**src/rtl/core/mh2_pkg.sv**
```systemverilog
// ----------------------------------------------------------------------------
// mh2_pkg
// Shared constants, sequencer states and control types for the MurmurHash2
// engine.
// ----------------------------------------------------------------------------
package mh2_pkg;

  localparam logic [31:0] MIX_MUL     = 32'h5bd1e995;
  localparam int unsigned MIX_SHIFT   = 24;
  localparam int unsigned FIN_SHIFT_A = 13;
  localparam int unsigned FIN_SHIFT_B = 15;

  localparam logic [1:0] TAIL_ONE   = 2'd1;
  localparam logic [1:0] TAIL_TWO   = 2'd2;
  localparam logic [1:0] TAIL_THREE = 2'd3;

  typedef enum logic [8:0] {
    S_IDLE = 9'b000000001,
    S_K1   = 9'b000000010,
    S_K2   = 9'b000000100,
    S_H    = 9'b000001000,
    S_HX   = 9'b000010000,
    S_T    = 9'b000100000,
    S_TX   = 9'b001000000,
    S_F    = 9'b010000000,
    S_FX   = 9'b100000000
  } seq_state_t;

  // request to the shared multiplier
  typedef struct packed {
    logic        en;
    logic [31:0] operand;
  } mul_req_t;

  // finished hash handed to the output stage
  typedef struct packed {
    logic        valid;
    logic [31:0] hash;
  } fin_t;

endpackage

```
**src/rtl/core/mh2_if.sv**
```systemverilog
// ----------------------------------------------------------------------------
// mh2 channel interfaces
// Valid/ready channels for message words and hash results.
// ----------------------------------------------------------------------------
interface mh2_in_if;
  logic        valid;
  logic        ready;
  logic        first;
  logic [31:0] msg_length;
  logic [31:0] data_word;
  logic [2:0]  byte_count;
  logic        last;

  modport source (output valid, first, msg_length, data_word, byte_count, last,
                  input ready);
  modport sink   (input valid, first, msg_length, data_word, byte_count, last,
                  output ready);
endinterface

interface mh2_out_if;
  logic        valid;
  logic        ready;
  logic [31:0] hash;

  modport source (output valid, hash, input ready);
  modport sink   (input valid, hash, output ready);
endinterface

```
**src/rtl/core/mh2_mul.sv**
```systemverilog
// ----------------------------------------------------------------------------
// mh2_mul
// Shared multiplier: registered low 32 bits of operand times the mix constant.
// ----------------------------------------------------------------------------
module mh2_mul
  import mh2_pkg::*;
(
  input  logic        clk,
  input  mul_req_t    req,
  output logic [31:0] product
);

  logic [31:0] prod_r;
  logic [31:0] prod_nxt;

  // only the low word is kept, so a 32-bit wide product suffices
  assign prod_nxt = req.operand * MIX_MUL;

  always_ff @(posedge clk) begin
    if (req.en) begin
      prod_r <= prod_nxt;
    end
  end

  assign product = prod_r;

endmodule

```
**src/rtl/core/mh2_seq.sv**
```systemverilog
// ----------------------------------------------------------------------------
// mh2_seq
// Sequencer and hash state: steps each word through the shared multiplier
// and runs the final avalanche on the last word.
// ----------------------------------------------------------------------------
module mh2_seq
  import mh2_pkg::*;
(
  input  logic        clk,
  input  logic        rst_n,
  mh2_in_if.sink      in_chan,
  output mul_req_t    mul_req,
  input  logic [31:0] product,
  output fin_t        fin,
  input  logic        fin_ready
);

  seq_state_t  state_r, state_nxt;
  logic [31:0] h_r, h_nxt;
  logic [31:0] w_r, w_nxt;
  logic [31:0] k_r, k_nxt;
  logic        last_r, last_nxt;

  logic        accept;
  logic        is_full;
  logic        is_tail;
  logic [31:0] masked;
  logic [31:0] h_seed;

  assign in_chan.ready = (state_r == S_IDLE);
  assign accept        = in_chan.valid && in_chan.ready;

  // counts above four behave as a full word
  assign is_full = in_chan.byte_count[2];
  assign is_tail = !is_full && (in_chan.byte_count[1:0] != 2'd0);
  assign h_seed  = in_chan.first ? in_chan.msg_length : h_r;

  always_comb begin
    if (is_full) begin
      masked = in_chan.data_word;
    end else begin
      case (in_chan.byte_count[1:0])
        TAIL_ONE:   masked = {24'd0, in_chan.data_word[7:0]};
        TAIL_TWO:   masked = {16'd0, in_chan.data_word[15:0]};
        TAIL_THREE: masked = {8'd0, in_chan.data_word[23:0]};
        default:    masked = in_chan.data_word;
      endcase
    end
  end

  always_comb begin
    state_nxt       = state_r;
    h_nxt           = h_r;
    w_nxt           = w_r;
    k_nxt           = k_r;
    last_nxt        = last_r;
    mul_req.en      = 1'b0;
    mul_req.operand = w_r;
    fin.valid       = 1'b0;
    fin.hash        = product ^ (product >> FIN_SHIFT_B);

    unique case (state_r)
      S_IDLE: begin
        if (accept) begin
          h_nxt    = h_seed;
          w_nxt    = masked;
          last_nxt = in_chan.last;
          if (is_full) begin
            state_nxt = S_K1;
          end else if (is_tail) begin
            state_nxt = S_T;
          end else if (in_chan.last) begin
            state_nxt = S_F;
          end
        end
      end
      S_K1: begin
        mul_req.en      = 1'b1;
        mul_req.operand = w_r;
        state_nxt       = S_K2;
      end
      S_K2: begin
        mul_req.en      = 1'b1;
        mul_req.operand = product ^ (product >> MIX_SHIFT);
        state_nxt       = S_H;
      end
      S_H: begin
        k_nxt           = product;
        mul_req.en      = 1'b1;
        mul_req.operand = h_r;
        state_nxt       = S_HX;
      end
      S_HX: begin
        h_nxt     = product ^ k_r;
        state_nxt = last_r ? S_F : S_IDLE;
      end
      S_T: begin
        mul_req.en      = 1'b1;
        mul_req.operand = h_r ^ w_r;
        state_nxt       = S_TX;
      end
      S_TX: begin
        h_nxt     = product;
        state_nxt = last_r ? S_F : S_IDLE;
      end
      S_F: begin
        mul_req.en      = 1'b1;
        mul_req.operand = h_r ^ (h_r >> FIN_SHIFT_A);
        state_nxt       = S_FX;
      end
      S_FX: begin
        // product holds until the output stage takes the word
        fin.valid = 1'b1;
        if (fin_ready) begin
          h_nxt     = 32'd0;
          state_nxt = S_IDLE;
        end
      end
      default: begin
        state_nxt = S_IDLE;
      end
    endcase
  end

  always_ff @(posedge clk) begin
    if (!rst_n) begin
      state_r <= S_IDLE;
      h_r     <= 32'd0;
      last_r  <= 1'b0;
    end else begin
      state_r <= state_nxt;
      h_r     <= h_nxt;
      last_r  <= last_nxt;
    end
  end

  always_ff @(posedge clk) begin
    w_r <= w_nxt;
    k_r <= k_nxt;
  end

endmodule

```
**src/rtl/core/murmur2_hash_engine.sv**
```systemverilog
// ----------------------------------------------------------------------------
// murmur2_hash_engine
// 32-bit MurmurHash2, seed zero, over a message of little-endian words.
// ----------------------------------------------------------------------------
// A message is a run of words on in_chan; the first word carries the total
// byte length that seeds the hash, the last word may hold 0 to 3 tail bytes
// and closes the message with one hash word on out_chan. All arithmetic goes
// through one registered 32x32 multiplier by the mix constant, so in_chan.ready
// is low while a word is worked: after it is accepted, a full word takes three
// products in turn, a partial word one and an empty word none. A last word adds
// the avalanche product, and the result sits in the output register the cycle
// after the output stage takes it; a stalled result holds the engine until the
// prior output word is taken.
module murmur2_hash_engine
  import mh2_pkg::*;
(
  input  logic     clk,
  input  logic     rst_n,
  mh2_in_if.sink   in_chan,
  mh2_out_if.source out_chan
);

  mul_req_t    mul_req;
  logic [31:0] product;
  fin_t        fin;
  logic        fin_ready;

  logic        out_valid_r, out_valid_nxt;
  logic [31:0] out_hash_r;

  mh2_mul u_mul (
    .clk     (clk),
    .req     (mul_req),
    .product (product)
  );

  mh2_seq u_seq (
    .clk       (clk),
    .rst_n     (rst_n),
    .in_chan   (in_chan),
    .mul_req   (mul_req),
    .product   (product),
    .fin       (fin),
    .fin_ready (fin_ready)
  );

  assign fin_ready = !out_valid_r || out_chan.ready;

  always_comb begin
    out_valid_nxt = out_valid_r;
    if (out_chan.ready) begin
      out_valid_nxt = 1'b0;
    end
    if (fin.valid && fin_ready) begin
      out_valid_nxt = 1'b1;
    end
  end

  always_ff @(posedge clk) begin
    if (!rst_n) begin
      out_valid_r <= 1'b0;
    end else begin
      out_valid_r <= out_valid_nxt;
    end
  end

  always_ff @(posedge clk) begin
    if (fin.valid && fin_ready) begin
      out_hash_r <= fin.hash;
    end
  end

  assign out_chan.valid = out_valid_r;
  assign out_chan.hash  = out_hash_r;

  // no new word while a result is being handed off
  a_busy_on_finish: assert property (@(posedge clk) disable iff (!rst_n)
    fin.valid |-> !in_chan.ready)
    else $error("input taken while result pending");

  // a finished hash reaches the output register next cycle
  a_fin_to_out: assert property (@(posedge clk) disable iff (!rst_n)
    (fin.valid && fin_ready) |=> (out_chan.valid && out_chan.hash == $past(fin.hash)))
    else $error("finished hash not registered");

  // a blocked result keeps its value until the output frees up
  a_fin_hold: assert property (@(posedge clk) disable iff (!rst_n)
    (fin.valid && !fin_ready) |=> (fin.valid && $stable(fin.hash)))
    else $error("pending hash changed");

endmodule

```
**src/flat_wrapper.sv**
```systemverilog
// flat-port wrapper written by rule: the top's interface ports become plain ports
module murmur2_hash_engine_flat import mh2_pkg::*;
  (clk, rst_n, in_chan_valid, in_chan_first, in_chan_msg_length, in_chan_data_word, in_chan_byte_count, in_chan_last, in_chan_ready, out_chan_valid, out_chan_hash, out_chan_ready);
  mh2_in_if in_chan_i ();
  mh2_out_if out_chan_i ();
  input  logic clk;
  input  logic rst_n;
  input wire logic [$bits(in_chan_i.valid)-1:0] in_chan_valid;
  input wire logic [$bits(in_chan_i.first)-1:0] in_chan_first;
  input wire logic [$bits(in_chan_i.msg_length)-1:0] in_chan_msg_length;
  input wire logic [$bits(in_chan_i.data_word)-1:0] in_chan_data_word;
  input wire logic [$bits(in_chan_i.byte_count)-1:0] in_chan_byte_count;
  input wire logic [$bits(in_chan_i.last)-1:0] in_chan_last;
  output wire logic [$bits(in_chan_i.ready)-1:0] in_chan_ready;
  output wire logic [$bits(out_chan_i.valid)-1:0] out_chan_valid;
  output wire logic [$bits(out_chan_i.hash)-1:0] out_chan_hash;
  input wire logic [$bits(out_chan_i.ready)-1:0] out_chan_ready;
  assign in_chan_i.valid = in_chan_valid;
  assign in_chan_i.first = in_chan_first;
  assign in_chan_i.msg_length = in_chan_msg_length;
  assign in_chan_i.data_word = in_chan_data_word;
  assign in_chan_i.byte_count = in_chan_byte_count;
  assign in_chan_i.last = in_chan_last;
  assign in_chan_ready = in_chan_i.ready;
  assign out_chan_valid = out_chan_i.valid;
  assign out_chan_hash = out_chan_i.hash;
  assign out_chan_i.ready = out_chan_ready;
  murmur2_hash_engine u_core (.clk(clk), .rst_n(rst_n), .in_chan(in_chan_i), .out_chan(out_chan_i));
endmodule
```
**config.mk**
```make
export PLATFORM = sky130hd
export DESIGN_NAME = murmur2_hash_engine_flat
export DESIGN_NICKNAME = d
export VERILOG_FILES = /design/src/rtl/core/mh2_pkg.sv /design/src/rtl/core/mh2_if.sv /design/src/rtl/core/mh2_mul.sv /design/src/rtl/core/mh2_seq.sv /design/src/rtl/core/murmur2_hash_engine.sv /design/src/flat_wrapper.sv
export SDC_FILE = /design/constraint.sdc
export NUM_CORES = 1
export LEC_CHECK = 0
export BUFFER_PORTS_ARGS = -buffer_cell sky130_fd_sc_hd__clkbuf_2
export CELL_PAD_IN_SITES_DETAIL_PLACEMENT = 0
export CELL_PAD_IN_SITES_GLOBAL_PLACEMENT = 1
export CORE_MARGIN = 5
export CORE_UTILIZATION = 54
export CTS_CLUSTER_SIZE = 14
export DETAILED_ROUTE_END_ITERATION = 7
export GPL_TIMING_DRIVEN = 0
export PLACE_DENSITY_LB_ADDON = 0.1
export SLEW_MARGIN = 20
export SYNTH_ARGS = -nofsm -noshare
export SYNTH_HDL_FRONTEND = slang
export SYNTH_HIERARCHICAL = 1
export SYNTH_SLANG_ARGS = --single-unit
```
**constraint.sdc**
```tcl
create_clock -name clk -period 20.1 [get_ports clk]
set_clock_uncertainty 0.1 [all_clocks]
set_input_delay 4.02 -clock clk [delete_from_list [all_inputs] [get_ports clk]]
set_output_delay 4.02 -clock clk [all_outputs]
set_load 0.02 [all_outputs]
```
==> impl_metrics.csv <==
group,metric,value,unit
outcome,outcome,"completed",
sta,slew_violations,0,
sta,fmax,94.99,MHz
logic_synthesis,synth_top_family_by_area,"adder cells",
logic_synthesis,syn_inst,1680,
logic_synthesis,yosys-top-cells-area,"edfxtp_1 22%, fa_1 21%, ha_1 16%",
global_routing,grt_usage,0.2729,
floorplanning,fp-row-count,65,
global_routing,grt_pass1_wl,74080,um
placed_design,place_hpwl,38510,um
clock_tree,cts.repair.resized,0,
logic_synthesis,synthFlopType,"edfxtp_1",
clock_tree,h-tree-depth,4,
logic_synthesis,ys_ff_latch,171,
logic_synthesis,synth_fp_nets,2150,
cells_and_area,area_delta_synth_final,10.33,%
logic_synthesis,synth_top_area_share,0.2231,
worst_setup_path,crit_arrival,10.61,ns
floorplanning,die_area,35580,um^2
run,drv_cap,0,
worst_setup_path,required,20.18,ns
sta,hold_viol,0,
routing,drc_errors,0,
sta,period_share,0.5237,
routing,wl_per_cell,21.39,um
clock_tree,post_cts_buffers,0,
placed_design,numPortBuffers,106,
sta,worst_slew_margin_rel,0.2757,
worst_setup_path,max_stage_delay,0.65,ns
routing,ant_nets,0,
logic_synthesis,synth_simple_gate_area_frac,0.08192,
floorplanning,core-area,31560,um^2
routing,viasPerCell,5.593,
logic_synthesis,synth-seq-area-share,0.2731,
logic_synthesis,async_reset_ff_frac,0,
worst_setup_path,cp_common_cell,"inv_1",
logic_synthesis,synth_compound_area_frac,0.1110,
clock_tree,clk_latency,0.44,ns
routing,wl,47640,um
sta,rsz0062_at_grt,"false",
logic_synthesis,synth_warnings,6,
worst_hold_path,hp-class,"flop to flop",
floorplanning,floorplan.initialDensity,0.5460,
cells_and_area,num_antenna_cells,0,
cells_and_area,layout-drive-gt1-share,0.1211,
logic_synthesis,synth_fa_ha_area_frac,0.3672,
routing,vias,12456,
clock_tree,cts_tree,"yes",
logic_synthesis,syn_area_per_cell,10.25,um^2
clock_tree,clk_pin_slew_worst_paths,0.07,ns
global_routing,grt_max_degree,33,
worst_setup_path,start_kind,"flop",
logic_synthesis,synth_mux_area_frac,0.0005810,
global_routing,grt_antenna_before_repair,0,
floorplanning,io_pins,107,
logic_synthesis,synth_xor_area_frac,0.06028,
placed_design,gp_congestion,0.9340,
clock_tree,cts_root_buf,"clkbuf_16",
floorplanning,die_height,188.6,um
sta,tns,0,ns
global_routing,grt_pass1_vias,12899,
floorplanning,die_w,188.6,um
sta,period_needed,10.53,ns
clock_tree,cts_sinks,171,
logic_synthesis,netlist_area,17230,um^2
cells_and_area,nFillCells,2758,
worst_setup_path,cpMaxStageDelayCell,"nand3_1",
worst_setup_path,path_delay_family,"adder cells",
logic_synthesis,synth.largest_area_cell,"edfxtp_1",
clock_tree,hold_buffers,0,
routing,firstDrtPassIters,7,
sta,setup_viol_count_final,0,
worst_setup_path,crit_buf_inv,12,
logic_synthesis,synth_cell_types,76,
cells_and_area,nets,2282,
worst_setup_path,crit_path_end_kind,"flop",
logic_synthesis,synth_edf_count,128,
worst_setup_path,path_class,"flop to flop",
clock_tree,clockBufferDepth,2,
routing,drt_iter0_markers,1024,
worst_setup_path,critPathMaxFanout,26,
sta,worst_pin_slew,1.083,ns
clock_tree,cts_made_buffers,17,
global_routing,grt-ovfl-total,0,
[cells in the final DEF, fill, tap and decap left out, types with 33 or more instances in the layout]
cell type,n
dfxtp_1,43
clkbuf_2,107
a2bb2oi_1,33
xnor2_1,49
ha_1,216
clkbuf_1,43
xor2_1,67
nand2_1,50
nor2_1,63
edfxtp_1,128
a22oi_1,40
nand3_1,34
fa_1,181
inv_1,381
a211oi_1,36
[logic make-up after synthesis]
kind of cell / count (synthesis)
buf+inv: 458
fa+ha+maj: 397
compound gates: 269
simple gates: 267
flops: 171
xor+xnor: 117
mux: 1
[layout make-up]
type                    count  area, um^2  area share
inverters                 382        1434     0.07543
repair buffers            113       643.1     0.03383
clock inverters            15       176.4    0.009281
multi-input cells        1051       10730      0.5645
flip-flops and latches    171        4705      0.2475
clock buffers              17       425.4     0.02238
plain buffers              76       391.6     0.02060
well taps                 402       503.0     0.02646
[routing by layer]
layer  wire length (um)  global-route usage
met1              20030              0.3538
met2              23260              0.4683
met3               2727             0.04261
met4               1627             0.09501
met5                  0                   0
[path summary, 6_finish.rpt]
path,start,endpoint,slack (ns),depth (start not counted)
max,u_core/u_seq/state_r[8],u_core/u_mul/product[31],9.57,33
min reg2reg,u_core/u_mul/product[16],u_core/u_seq/k_r[16],0.38,0
min,u_core/u_mul/product[16],u_core/u_seq/k_r[16],0.38,0
max reg2reg,u_core/u_seq/state_r[8],u_core/u_mul/product[31],9.57,33
[registers in the layout (all words and copies together), names as in the netlist]
name and flops:
u_core/out_chan.hash 32, u_core/out_chan.valid 1, u_core/u_mul/product 32, u_core/u_seq/h_r 32
u_core/u_seq/k_r 32, u_core/u_seq/last_r 1, u_core/u_seq/state_r 9, u_core/u_seq/w_r 32
[synthesized netlist by cell type, drive strengths merged, types with 36 or more instances]
cell type / instances
a211oi: 36
a22oi: 40
clkbuf: 44
dfxtp: 43
edfxtp: 128
fa: 181
ha: 216
inv: 381
nand2: 51
nor2: 82
o21ai: 51
xnor2: 49
xor2: 67
[worst reg2reg max path, delay by kind of cell (launching register included)]
kind | cells | cell delay (ns)
flip-flops | 1 | 0.30
AO/OA/AOI/OAI | 4 | 0.80
AND/OR/NAND/NOR | 8 | 3.04
buffers and inverters | 12 | 1.95
adder cells (fa/ha/maj) | 9 | 4.10
[metrics by stage]
stage / setup slack, ns / util / std cells / cell area, um^2 / hold WS [ns]
floorplan: 10.98 / - / 1680 / 17230 / 0.3244
global placement: 8.221 / 0.5787 / 2188 / 18260 / 0.3319
detailed placement: 9.565 / 0.5833 / 2195 / 18410 / 0.3445
CTS: 9.536 / 0.6024 / 2227 / 19010 / 0.3714
global route: 8.933 / 0.6024 / 2227 / 19010 / 0.3815
finish: 9.573 / 0.6024 / 2227 / 19010 / 0.3759
Power is not shown: default switching activity piles up to over one toggle a cycle in this logic, so the estimate is an artifact.
